**src/hw/rtl/lfu_pkg.sv**
```systemverilog
package lfu_pkg;

  // Table geometry
  localparam int Entries = 16;
  localparam int IdxW    = (Entries > 1) ? $clog2(Entries) : 1;
  localparam int RankW   = IdxW;
  localparam int OccW    = $clog2(Entries + 1);
  localparam int CapW    = 5;
  localparam int CmpW    = (OccW > CapW) ? OccW : CapW;
  localparam int UseBits = 16;
  localparam int DataW   = 32;

  // Configuration port
  localparam int AddrW  = 3;
  localparam int PDataW = 32;
  localparam logic RegCapacity = 1'b0;
  localparam logic [CapW-1:0] CapReset = CapW'(16);

  localparam logic [UseBits-1:0] UseMax    = '1;
  localparam logic [UseBits-1:0] UseOne    = UseBits'(1);
  localparam logic [DataW-1:0]   MissValue = '1;

  typedef enum logic {
    CMD_GET = 1'b0,
    CMD_PUT = 1'b1
  } cmd_e;

  typedef struct packed {
    cmd_e              cmd;
    logic signed [31:0] key;
    logic signed [31:0] value;
  } in_item_t;

  typedef struct packed {
    logic               found;
    logic signed [31:0] value_out;
  } out_item_t;

  typedef enum logic [2:0] {
    ST_IDLE,
    ST_SCAN,
    ST_SELECT,
    ST_UPDATE,
    ST_DONE
  } state_e;

  typedef enum logic [1:0] {
    ACT_NONE,
    ACT_USE,
    ACT_REPLACE,
    ACT_INSERT
  } act_e;

  // Outcome of one pass over the table
  typedef struct packed {
    logic            hit;
    logic [IdxW-1:0] hit_idx;
    logic            vic_any;
    logic [IdxW-1:0] vic_idx;
    logic            free_any;
    logic [IdxW-1:0] free_idx;
  } scan_res_t;

endpackage

```
**src/hw/rtl/lfu_cache_table.sv**
```systemverilog
// Key-value table with least-frequently-used replacement, least recently
// used entry losing among equal use counts.
// Input channel in_valid_i/in_ready_o carries one item: get (cmd 0) looks
// up key, put (cmd 1) stores key and value. Each item gives one result on
// out_valid_o/out_ready_i: found, and value_out (stored value on a get hit,
// all ones on a get miss, zero on a put).
// Each item makes one pass over the table with a single key and use-count
// comparator at one entry per cycle, then a select, an update and a result
// state. in_ready_o is high only while the sequencer is idle.
// The result sits in an output register; while the receiver stalls, the
// next item is still taken, and its result waits until the register frees.
// Reset empties the table and sets capacity to 16. Capacity is written over
// the APB port at byte address 0 (bits 4:0); the user must write it only
// while the block is idle, and the block itself does not enforce this.
module lfu_cache_table
  import lfu_pkg::*;
(
  input  logic              clk_i,
  input  logic              rst_ni,
  input  logic              in_valid_i,
  output logic              in_ready_o,
  input  in_item_t          in_i,
  output logic              out_valid_o,
  input  logic              out_ready_i,
  output out_item_t         out_o,
  input  logic              psel,
  input  logic              penable,
  input  logic              pwrite,
  input  logic [AddrW-1:0]  paddr,
  input  logic [PDataW-1:0] pwdata,
  output logic [PDataW-1:0] prdata,
  output logic              pready
);

  // Table storage
  logic [Entries-1:0]  valid_q, valid_d;
  logic [DataW-1:0]    key_q   [Entries];
  logic [DataW-1:0]    data_q  [Entries];
  logic [UseBits-1:0]  uses_q  [Entries];
  logic [RankW-1:0]    rank_q  [Entries];
  logic [RankW-1:0]    rank_d  [Entries];
  logic [OccW-1:0]     occ_q, occ_d;
  logic [CapW-1:0]     cap_q;

  // Sequencer and item registers
  state_e              state_q, state_d;
  in_item_t            item_q;
  logic [IdxW-1:0]     idx_q;
  act_e                act_q, act_d;
  out_item_t           res_q, res_d, out_q;
  logic                out_valid_q;

  // Control strobes
  logic                accept, scan_step, sel_en, upd_en, out_load, scan_last;
  scan_res_t           scan_res;

  // Select and update datapath
  logic [CmpW-1:0]     cap_ext, cap_eff, occ_ext;
  logic [IdxW-1:0]     slot_sel;
  logic [RankW-1:0]    rank_s;
  logic [UseBits-1:0]  uses_s;
  logic [DataW-1:0]    data_s;
  logic                wr_entry;

  assign scan_last = (idx_q == IdxW'(Entries - 1));
  assign accept    = in_valid_i && in_ready_o;

  // Capacity register
  always_ff @(posedge clk_i or negedge rst_ni) begin
    if (!rst_ni) begin
      cap_q <= CapReset;
    end else if (psel && penable && pwrite && pready && (paddr[AddrW-1] == RegCapacity)) begin
      cap_q <= pwdata[CapW-1:0];
    end
  end

  assign pready = 1'b1;
  assign prdata = (paddr[AddrW-1] == RegCapacity) ? PDataW'(cap_q) : '0;

  // Next state
  always_comb begin
    state_d = state_q;
    case (state_q)
      ST_IDLE:   if (in_valid_i) state_d = ST_SCAN;
      ST_SCAN:   if (scan_last) state_d = ST_SELECT;
      ST_SELECT: state_d = ST_UPDATE;
      ST_UPDATE: state_d = ST_DONE;
      ST_DONE:   if (!out_valid_q || out_ready_i) state_d = ST_IDLE;
      default:   state_d = ST_IDLE;
    endcase
  end

  // Sequencer outputs
  always_comb begin
    in_ready_o = 1'b0;
    scan_step  = 1'b0;
    sel_en     = 1'b0;
    upd_en     = 1'b0;
    out_load   = 1'b0;
    case (state_q)
      ST_IDLE:   in_ready_o = 1'b1;
      ST_SCAN:   scan_step  = 1'b1;
      ST_SELECT: sel_en     = 1'b1;
      ST_UPDATE: upd_en     = 1'b1;
      ST_DONE:   out_load   = !out_valid_q || out_ready_i;
      default:   in_ready_o = 1'b0;
    endcase
  end

  always_ff @(posedge clk_i or negedge rst_ni) begin
    if (!rst_ni) begin
      state_q <= ST_IDLE;
    end else begin
      state_q <= state_d;
    end
  end

  // Walk the table one entry per cycle
  lfu_scan_unit u_scan (
    .clk_i       (clk_i),
    .rst_ni      (rst_ni),
    .start_i     (accept),
    .step_i      (scan_step),
    .idx_i       (idx_q),
    .ent_valid_i (valid_q[idx_q]),
    .ent_key_i   (key_q[idx_q]),
    .ent_uses_i  (uses_q[idx_q]),
    .ent_rank_i  (rank_q[idx_q]),
    .key_i       (item_q.key),
    .res_o       (scan_res)
  );

  // Pick the action and the slot it works on
  assign cap_ext = CmpW'(cap_q);
  assign cap_eff = (cap_ext > CmpW'(Entries)) ? CmpW'(Entries) : cap_ext;
  assign occ_ext = CmpW'(occ_q);

  always_comb begin
    act_d    = ACT_NONE;
    slot_sel = scan_res.hit_idx;
    if (item_q.cmd == CMD_GET) begin
      if (scan_res.hit) begin
        act_d = ACT_USE;
      end
    end else if (cap_eff != '0) begin
      if (scan_res.hit) begin
        act_d = ACT_USE;
      end else if (occ_ext >= cap_eff) begin
        slot_sel = scan_res.vic_idx;
        if (scan_res.vic_any) begin
          act_d = ACT_REPLACE;
        end
      end else begin
        slot_sel = scan_res.free_idx;
        if (scan_res.free_any) begin
          act_d = ACT_INSERT;
        end
      end
    end
  end

  // Item, pointer and action registers
  always_ff @(posedge clk_i) begin
    if (accept) begin
      item_q <= in_i;
      idx_q  <= '0;
    end else if (scan_step && !scan_last) begin
      idx_q <= idx_q + IdxW'(1);
    end else if (sel_en) begin
      idx_q <= slot_sel;
      act_q <= act_d;
    end
  end

  // Entry under the pointer during the update cycle
  assign rank_s   = rank_q[idx_q];
  assign uses_s   = uses_q[idx_q];
  assign data_s   = data_q[idx_q];
  assign wr_entry = upd_en && ((act_q == ACT_REPLACE) || (act_q == ACT_INSERT));

  // Age recency ranks in parallel and mark the slot most recent
  always_comb begin
    rank_d  = rank_q;
    valid_d = valid_q;
    occ_d   = occ_q;
    if (upd_en) begin
      for (int i = 0; i < Entries; i++) begin
        if (valid_q[i] && (IdxW'(i) != idx_q)) begin
          case (act_q)
            ACT_USE:     if (rank_q[i] < rank_s) rank_d[i] = rank_q[i] + RankW'(1);
            ACT_REPLACE: if (rank_q[i] <= rank_s) rank_d[i] = rank_q[i] + RankW'(1);
            ACT_INSERT:  rank_d[i] = rank_q[i] + RankW'(1);
            default:     rank_d[i] = rank_q[i];
          endcase
        end
      end
      if (act_q != ACT_NONE) begin
        rank_d[idx_q] = '0;
      end
      if (act_q == ACT_INSERT) begin
        valid_d[idx_q] = 1'b1;
        occ_d          = occ_q + OccW'(1);
      end
    end
  end

  always_ff @(posedge clk_i or negedge rst_ni) begin
    if (!rst_ni) begin
      valid_q <= '0;
      occ_q   <= '0;
    end else begin
      valid_q <= valid_d;
      occ_q   <= occ_d;
    end
  end

  always_ff @(posedge clk_i) begin
    rank_q <= rank_d;
  end

  // Write key, value and use count at the pointer
  always_ff @(posedge clk_i) begin
    if (wr_entry) begin
      key_q[idx_q]  <= item_q.key;
      data_q[idx_q] <= item_q.value;
      uses_q[idx_q] <= UseOne;
    end else if (upd_en && (act_q == ACT_USE)) begin
      if (uses_s != UseMax) begin
        uses_q[idx_q] <= uses_s + UseBits'(1);
      end
      if (item_q.cmd == CMD_PUT) begin
        data_q[idx_q] <= item_q.value;
      end
    end
  end

  // Form the result
  always_comb begin
    res_d.found = scan_res.hit;
    if (item_q.cmd == CMD_PUT) begin
      res_d.value_out = '0;
    end else if (scan_res.hit) begin
      res_d.value_out = data_s;
    end else begin
      res_d.value_out = MissValue;
    end
  end

  always_ff @(posedge clk_i) begin
    if (upd_en) begin
      res_q <= res_d;
    end
    if (out_load) begin
      out_q <= res_q;
    end
  end

  // Hold the result until the receiver takes it
  always_ff @(posedge clk_i or negedge rst_ni) begin
    if (!rst_ni) begin
      out_valid_q <= 1'b0;
    end else if (out_load) begin
      out_valid_q <= 1'b1;
    end else if (out_ready_i) begin
      out_valid_q <= 1'b0;
    end
  end

  assign out_valid_o = out_valid_q;
  assign out_o       = out_q;

endmodule

```
**src/hw/rtl/lfu_scan_unit.sv**
```systemverilog
module lfu_scan_unit
  import lfu_pkg::*;
(
  input  logic               clk_i,
  input  logic               rst_ni,
  input  logic               start_i,
  input  logic               step_i,
  input  logic [IdxW-1:0]    idx_i,
  input  logic               ent_valid_i,
  input  logic [DataW-1:0]   ent_key_i,
  input  logic [UseBits-1:0] ent_uses_i,
  input  logic [RankW-1:0]   ent_rank_i,
  input  logic [DataW-1:0]   key_i,
  output scan_res_t          res_o
);

  logic               hit_q, vic_any_q, free_any_q;
  logic [IdxW-1:0]    hit_idx_q, vic_idx_q, free_idx_q;
  logic [UseBits-1:0] vic_uses_q;
  logic [RankW-1:0]   vic_rank_q;
  logic               match, better;

  // Shared key compare and victim compare for the entry under the pointer
  assign match  = ent_valid_i && (ent_key_i == key_i);
  assign better = !vic_any_q || (ent_uses_i < vic_uses_q) ||
                  ((ent_uses_i == vic_uses_q) && (ent_rank_i > vic_rank_q));

  // Track hit, victim and first free slot flags
  always_ff @(posedge clk_i or negedge rst_ni) begin
    if (!rst_ni) begin
      hit_q      <= 1'b0;
      vic_any_q  <= 1'b0;
      free_any_q <= 1'b0;
    end else if (start_i) begin
      hit_q      <= 1'b0;
      vic_any_q  <= 1'b0;
      free_any_q <= 1'b0;
    end else if (step_i) begin
      if (match) begin
        hit_q <= 1'b1;
      end
      if (ent_valid_i && better) begin
        vic_any_q <= 1'b1;
      end
      if (!ent_valid_i) begin
        free_any_q <= 1'b1;
      end
    end
  end

  // Capture the matching indexes and the best victim so far
  always_ff @(posedge clk_i) begin
    if (step_i && !start_i) begin
      if (match && !hit_q) begin
        hit_idx_q <= idx_i;
      end
      if (ent_valid_i && better) begin
        vic_idx_q  <= idx_i;
        vic_uses_q <= ent_uses_i;
        vic_rank_q <= ent_rank_i;
      end
      if (!ent_valid_i && !free_any_q) begin
        free_idx_q <= idx_i;
      end
    end
  end

  assign res_o.hit      = hit_q;
  assign res_o.hit_idx  = hit_idx_q;
  assign res_o.vic_any  = vic_any_q;
  assign res_o.vic_idx  = vic_idx_q;
  assign res_o.free_any = free_any_q;
  assign res_o.free_idx = free_idx_q;

endmodule

```
**config.mk**
```make
export PLATFORM = sky130hd
export DESIGN_NAME = lfu_cache_table
export DESIGN_NICKNAME = d
export VERILOG_FILES = /design/src/hw/rtl/lfu_pkg.sv /design/src/hw/rtl/lfu_cache_table.sv /design/src/hw/rtl/lfu_scan_unit.sv
export SDC_FILE = /design/constraint.sdc
export NUM_CORES = 2
export LEC_CHECK = 0
export BUFFER_PORTS_ARGS = -buffer_cell sky130_fd_sc_hd__buf_2
export CAP_MARGIN = 25
export CORE_MARGIN = 4
export CORE_UTILIZATION = 31
export DETAILED_ROUTE_END_ITERATION = 8
export GPL_TIMING_DRIVEN = 1
export PLACE_DENSITY = 0.59
export SKIP_CTS_REPAIR_TIMING = 1
export SLEW_MARGIN = 0
export SYNTH_ARGS = -nofsm -noshare
export SYNTH_HDL_FRONTEND = slang
export SYNTH_SLANG_ARGS = --single-unit
export TNS_END_PERCENT = 50
```
**constraint.sdc**
```tcl
create_clock -name clk_i -period 6.03 [get_ports clk_i]
set_input_delay 0.603 -clock clk_i [delete_from_list [all_inputs] [get_ports clk_i]]
set_output_delay 0.603 -clock clk_i [all_outputs]
set_load 0.005 [all_outputs]
```
## After elaboration in Yosys (flattened, before gate mapping)

Memory sizes are Yosys's and may differ from the RTL's. A register that Yosys moved wholly into a read port is not among the register bits.
Cells that the tools add are included.

| word-level totals | value |
|---|---|
| register bits | 266 |
| bits in writable memories | 1280 |
| bits of input ports | 107 |
| output and inout bits | 68 |
| logic and storage cells | 343 |
| memories kept | 3 |

Memories:

| name | depth | width | rd ports | clocked after memory_dff | write ports | line | text |
|---|---|---|---|---|---|---|---|
| data_q | 16 | 32 | 1 | 1 | 1 | lfu_cache_table.sv:38 | `logic [DataW-1:0] data_q [Entries];` |
| key_q | 16 | 32 | 1 | 1 | 1 | lfu_cache_table.sv:37 | `logic [DataW-1:0] key_q [Entries];` |
| uses_q | 16 | 16 | 1 | 1 | 1 | lfu_cache_table.sv:39 | `logic [UseBits-1:0] uses_q [Entries];` |

| operators by class | value |
|---|---|
| $add $sub $neg | 19 |
| magnitude comparators | 40 |
| equal/unequal tests | 30 |
| muxes and demuxes | 144 |
| bitwise gates (word level) | 9 |
| reduce and logical (&&, ||, !) cells | 60 |

Operators with widths:

| operator | count |
|---|---|
| $mux 4 | 79 |
| $pmux 4 s3 | 16 |
| $add 4x1->4 const B | 17 |
| $and 64x64->64 | 1 |
| $le 4x4->1 | 16 |
| $lt 4x4->1 | 16 |
| $mux 32 | 2 |
| $mux 64 | 1 |
| $not 64->64 | 1 |
| $eq 32x32->1 | 1 |
| $ne 4x4->1 const A | 8 |
| $logic_and 1x1->1 | 31 |
| $mux 1 | 29 |
| $add 16x1->16 const B | 1 |
| $bmux 4 s4 | 1 |
| $demux 4 s4 | 1 |
| $eq 16x16->1 | 1 |
| $lt 16x16->1 | 1 |
| $mux 16 | 1 |
| $ne 16x16->1 const B | 1 |
| $ne 3x4->1 const A | 4 |
| $or 16x16->16 | 1 |
| $pmux 3 s5 | 1 |
| $reduce_and 2->1 | 7 |
| 33 further kinds | 64 |

## Depth between registers and ports, before layout

| depth | value |
|---|---|
| depth after elaboration | 11 |
| mapped depth | 18 |
| gate-level depth less buffers | 12 |

## By module

A second synthesis with hierarchy kept.

| second synthesis, totals | value |
|---|---|
| cell total of the unflattened synthesis | 3327 |
| area, all modules | 64658.3 µm² |

By module, submodules not included:

| module | times used | cells each | area each (µm²) |
|---|---|---|---|
| lfu_cache_table | 1 | 3168 | 62673.9 |
| lfu_scan_unit | 1 | 159 | 1984.4 |

## Worst setup path after synthesis

No wires, ideal clock.

| path | value |
|---|---|
| path kind | register -> register |
| start point | register state_q[2] |
| end point | memory data_q[10][0], enable pin |
| library setup time | 0.421 ns |
| arrival time | 5.457 ns |
| required time | 5.609 ns |
| setup slack | 0.152 ns |
| stages on the path, launching flop included | 7 |
| buffers on the path | 2 |
| clock period less this slack | 5.878 ns |
| path through | dfrtp_1 -> clkbuf_1 -> and3b_1 -> nand3b_1 -> o21a_1 -> clkbuf_1 -> nor2_1 |

| between the ends | value |
|---|---|
| cells in the longest elaborated chain, start to end | 7 |
| elaborated cells on any way between the ends | 10 |

Ends and longest elaborated chain:

| element | line | text |
|---|---|---|
| start: declaration | lfu_cache_table.sv:46 | `state_e state_q, state_d;` |
| start signal: assignment | lfu_cache_table.sv:114 | `state_q <= state_d;` |
| $eq 3x2->1 (*) | lfu_cache_table.sv:100 | `case (state_q)` |
| $mux 1 (*) | lfu_cache_table.sv:100 |  |
| $logic_and 1x1->1 | lfu_cache_table.sv:227 | `end else if (upd_en && (act_q == ACT_USE)) begin` |
| $mux 1 | lfu_cache_table.sv:227 |  |
| $mux 1 | lfu_cache_table.sv:223 | `if (wr_entry) begin` |
| $mux 1 (not written as such) | lfu_cache_table.sv:232 | `data_q[idx_q] <= item_q.value;` |
| $or 1x1->1 (no source line) (*) | n/a |  |
| end: declaration | lfu_cache_table.sv:38 |  |

Mark *: on every way between the ends. The rest lies on a longest branch, timed or not.

## Final worst setup path

| path | value |
|---|---|
| start point | register idx_q[1] |
| end point | register rank_q[62] in the netlist's numbering, data pin |

| between the ends | value |
|---|---|
| cells in the longest elaborated chain, start to end | 11 |
| elaborated cells on any way between the ends | 21 |

Ends and longest elaborated chain:

| element | line | text |
|---|---|---|
| start: declaration | lfu_cache_table.sv:48 | `logic [IdxW-1:0] idx_q;` |
| start signal: assignment | lfu_cache_table.sv:168 | `idx_q <= idx_q + IdxW'(1);` |
| start signal: assignment | lfu_cache_table.sv:170 | `idx_q <= slot_sel;` |
| $not 4->5 (not written as such) (*) | lfu_cache_table.sv:176 | `assign rank_s = rank_q[idx_q];` |
| $bmux 4 s4 (*) | lfu_cache_table.sv:176 |  |
| $mux 4 (not written as such) (*) (2 in a row) | lfu_cache_table.sv:176 |  |
| net rank_s[3] | lfu_cache_table.sv:60 | `logic [RankW-1:0] rank_s;` |
| $le 4x4->1 / $lt 4x4->1 (equally long branches) | lfu_cache_table.sv:191, lfu_cache_table.sv:190 |  |
| $mux 4 (on tied branches) | lfu_cache_table.sv:191, lfu_cache_table.sv:190 |  |
| $pmux 4 s3 (*) | lfu_cache_table.sv:189 | `case (act_q)` |
| $mux 4 (*) | lfu_cache_table.sv:188 | `if (valid_q[i] && (IdxW'(i) != idx_q)) begin` |
| $mux 4 (*) | lfu_cache_table.sv:186 | `if (upd_en) begin` |
| $and 64x64->64 (no source line) | n/a |  |
| $mux 64 (*) | lfu_cache_table.sv:197 | `if (act_q != ACT_NONE) begin` |
| end signal: assignment | lfu_cache_table.sv:218 | `rank_q <= rank_d;` |
| end: declaration | lfu_cache_table.sv:40 | `logic [RankW-1:0] rank_q [Entries];` |

The timed path passes the listed nets; every way through them passes the cells marked *. The select of a mux whose other input is x is not followed.
A chain may end at the register's enable or synchronous reset.

==> out/metrics.csv <==
stage,metric,value,unit
status,status,completed,
setup_path,cp_cell_sequence,mux4_2 > mux4_2 > inv_1 > buf_4 > ha_1 > and4b_1 > a211oi_1 > a41oi_1 > o211ai_1 > o31a_1 > nand2_1 > a21oi_1 > o21ai_0,
place,hpwl,94000,um
min_path,hold_class,input pin to register,
logic_synthesis,ys_seq_area_share,71.4,%
logic_synthesis,syn_area,64900,um2
logic_synthesis,async_flop_share,2.13,%
finish,final_util,36.2,%
power_and_ir_drop,leakage,25.2,nW
logic_synthesis,synth_area_per_cell,18.6,um2
timing,fin_ws,1.11,ns
power_and_ir_drop,power.density,422,nW/um2
setup_path,cp_max_fo,17,
route,dr_total_vias,33900,
setup_path,critPathTopFamily,compound AO/OA/AOI/OAI gates,
place,place_area,69300,um2
logic_synthesis,synth_warnings,0,
setup_path,start_kind,register,
power_and_ir_drop,peakVddDrop,0.420,mV
timing,fin_crit,4.92,ns
global_route,antenna_found_initial,6,
clocking,htreeDepth,4,
timing,drv_slew,0,
route,vias_per_cell,5.04,
finish,synthToLayoutAreaGrowth,15.9,%
logic_synthesis,synth.distinct_cells,74,
route,wl,159000,um
die,start_util,31.2,%
die,die_area,217000,um2
finish,fillCellCount,19200,
finish,drive_gt1_share,23.4,%
place,dpl.cell_count,6346,
global_route,track_usage,14.5,%
timing,fin_tns_setup,0,ns
clocking,clk_latency,0.80,ns
route,dr.first_iter.drc_count,3055,
setup_path,slowest_delay,1.00,ns
global_route,grt_pass1_wl,234000,um
logic_synthesis,ys_ff_latch,1550,
setup_path,crit_type,register to register,
clocking,cts_sinks,1550,
timing,hold_viol_final,0,
setup_path,cp.depth,13,
timing,rsz0062_at_grt,false,
setup_path,rrSetupSlack,1.11,ns
logic_synthesis,synth_edf_count,1509,
timing,setup_viol_count_final,0,
timing,min_period_over_period,81.6,%
min_path,whs_path_depth,1,
setup_path,cp.arrival,5.45,ns
timing,fmax,203,MHz
finish,nets,3994,
setup_path,worst_path_most_repeated_cell,mux4_2,
finish,final_common_cell,edfxtp_1,
setup_path,cp.buffers_inverters,2,
finish,regArea,46300,um2
run,cap_violations,0,
setup_path,endpoint_kind,register,
die,fp.dieW,465,um
global_route,first_global_vias,34200,
logic_synthesis,synthFlopType,edfxtp_1,
finish,final_area,75200,um2
timing,relSlewSlack,30.4,%
global_route,overflow,0,
route,drt_first_pass_iters,5,
clocking,cts_tree,yes,
clocking,cts_root_buf,clkbuf_16,
die,io_pins,175,
finish,multi_input_area,17700,um2
finish,layout_common_cells,"1,509 x edfxtp_1, 352 x mux4_2, 201 x nand2_1",
place,gp_congestion,0.805,
route,drc,0,
die,dieHeight,465,um
place,io_buffer_count,117,
global_route,grt_max_degree,129,
finish,instances_no_fill,6714,
setup_path,cp.required,6.56,ns
clocking,clk_pin_slew,0.06,ns
die,rows,167,
setup_path,critPathSlowestCell,dfxtp_1,
clocking,clockBufferDepth,3,
place,dp_worst_setup_slack,1.19,ns
route,wire_per_inst,23.7,um
logic_synthesis,netlist_instances,3485,
timing,worst_pin_slew,1.04,ns
setup_path,worst-r2r-cell-count,13,
clocking,numCtsBuffers,156,
timing,clock_skew,0.0371,ns
die,core,208000,um2
route,ant_nets,0,
[layer usage]
layer	vias up	wire length (um)	global-route usage (%)
met2	971	77200	23.8
met3	230	8460	2.56
li1	14800	-	-
met1	17800	68500	19.5
met5	-	13	0
met4	2	5040	4.86
[cell families after synthesis]
family | Yosys count | synth area share (%)
and+or+nand+nor | 581 | 4.16
xor gates and xnor gates | 60 | 0.810
muxes | 478 | 14.9
AOI/OAI and AO/OA | 453 | 4.61
other | 2 | 0.0116
buffers and inverters | 250 | 2.03
adders and majority gates | 111 | 2.14
DFF | 1550 | 71.4
[power breakdown]
part	internal, W	switching (W)
Sequential	0.0124	0.000692
Combinational	0.00407	0.00484
Clock	0.00560	0.00412
Total	0.0221	0.00966
[layout make-up]
type / count / share of cell area (%)
Inverter: 67 / 0.348
Sequential cell: 1550 / 61.6
Clock buffer: 191 / 5.51
Tap cell: 2788 / 4.64
Multi-Input combinational cell: 1711 / 23.5
Clock inverter: 96 / 1.31
Antenna cell: 21 / 0.0699
Timing Repair Buffer: 290 / 3.01
[cells in the mapped netlist, types with 19 or more instances]
master    instances  share of area [%]
o21ai_0         138                1.1
nand3_1          19               0.15
dfrtp_1          32                1.2
buf_2            36               0.28
nand2_1         202                1.2
mux4_2          352                 12
a22oi_1          21               0.24
a211oi_1         25               0.29
nor2_1          201                1.2
inv_1            62               0.36
ha_1            111                2.1
clkbuf_1         69               0.40
mux2i_1          82                1.3
nand4_1          25               0.24
a21oi_1          82               0.63
and3_1           24               0.23
buf_4            34               0.39
a21o_1           34               0.39
buf_1            23               0.13
mux4_1           27                1.1
edfxtp_1       1509                 70
xnor2_1          43               0.58
[state kept, by name, summed over array words and instances (netlist names), 33 cells and up, named ones only]
| register | cells |
|---|---|
| data_q | 512 |
| item_q | 65 |
| key_q | 512 |
| out_o | 33 |
| rank_q | 64 |
| res_q | 33 |
| uses_q | 256 |
[path summary, 6_finish.rpt]
path	from	end
max in group asynchronous	rst_ni	cap_ext[4]
worst min register to register	res_q[27]	out_o[27]
worst max-delay path	idx_q[1]	rank_q[62]
min in group asynchronous	rst_ni	valid_q[9]
worst min-delay path	in_i[46]	item_q[46]
worst max register to register	idx_q[1]	rank_q[62]
[worst reg2reg max path: cells and delay by family (launching register included)]
kind,cells,cell delay [ns]
AO/OA/AOI/OAI,6,1.36
adder cells (fa/ha/maj),1,0.29
buffers and inverters,2,0.69
flip-flops,1,1.00
multiplexers,2,1.03
AND/OR/NAND/NOR,2,0.27
[per-stage QoR]
step / hold slack, ns / total power [W]
after global placement: 0.405 / 0.0221
after floorplan: 0.307 / 0.0198
after detailed placement: 0.405 / 0.0222
after CTS: -0.0866 / 0.0320
after global routing: 0.00173 / 0.0333
final: 0.0333 / 0.0317
Power figures use the tool's default switching activity.
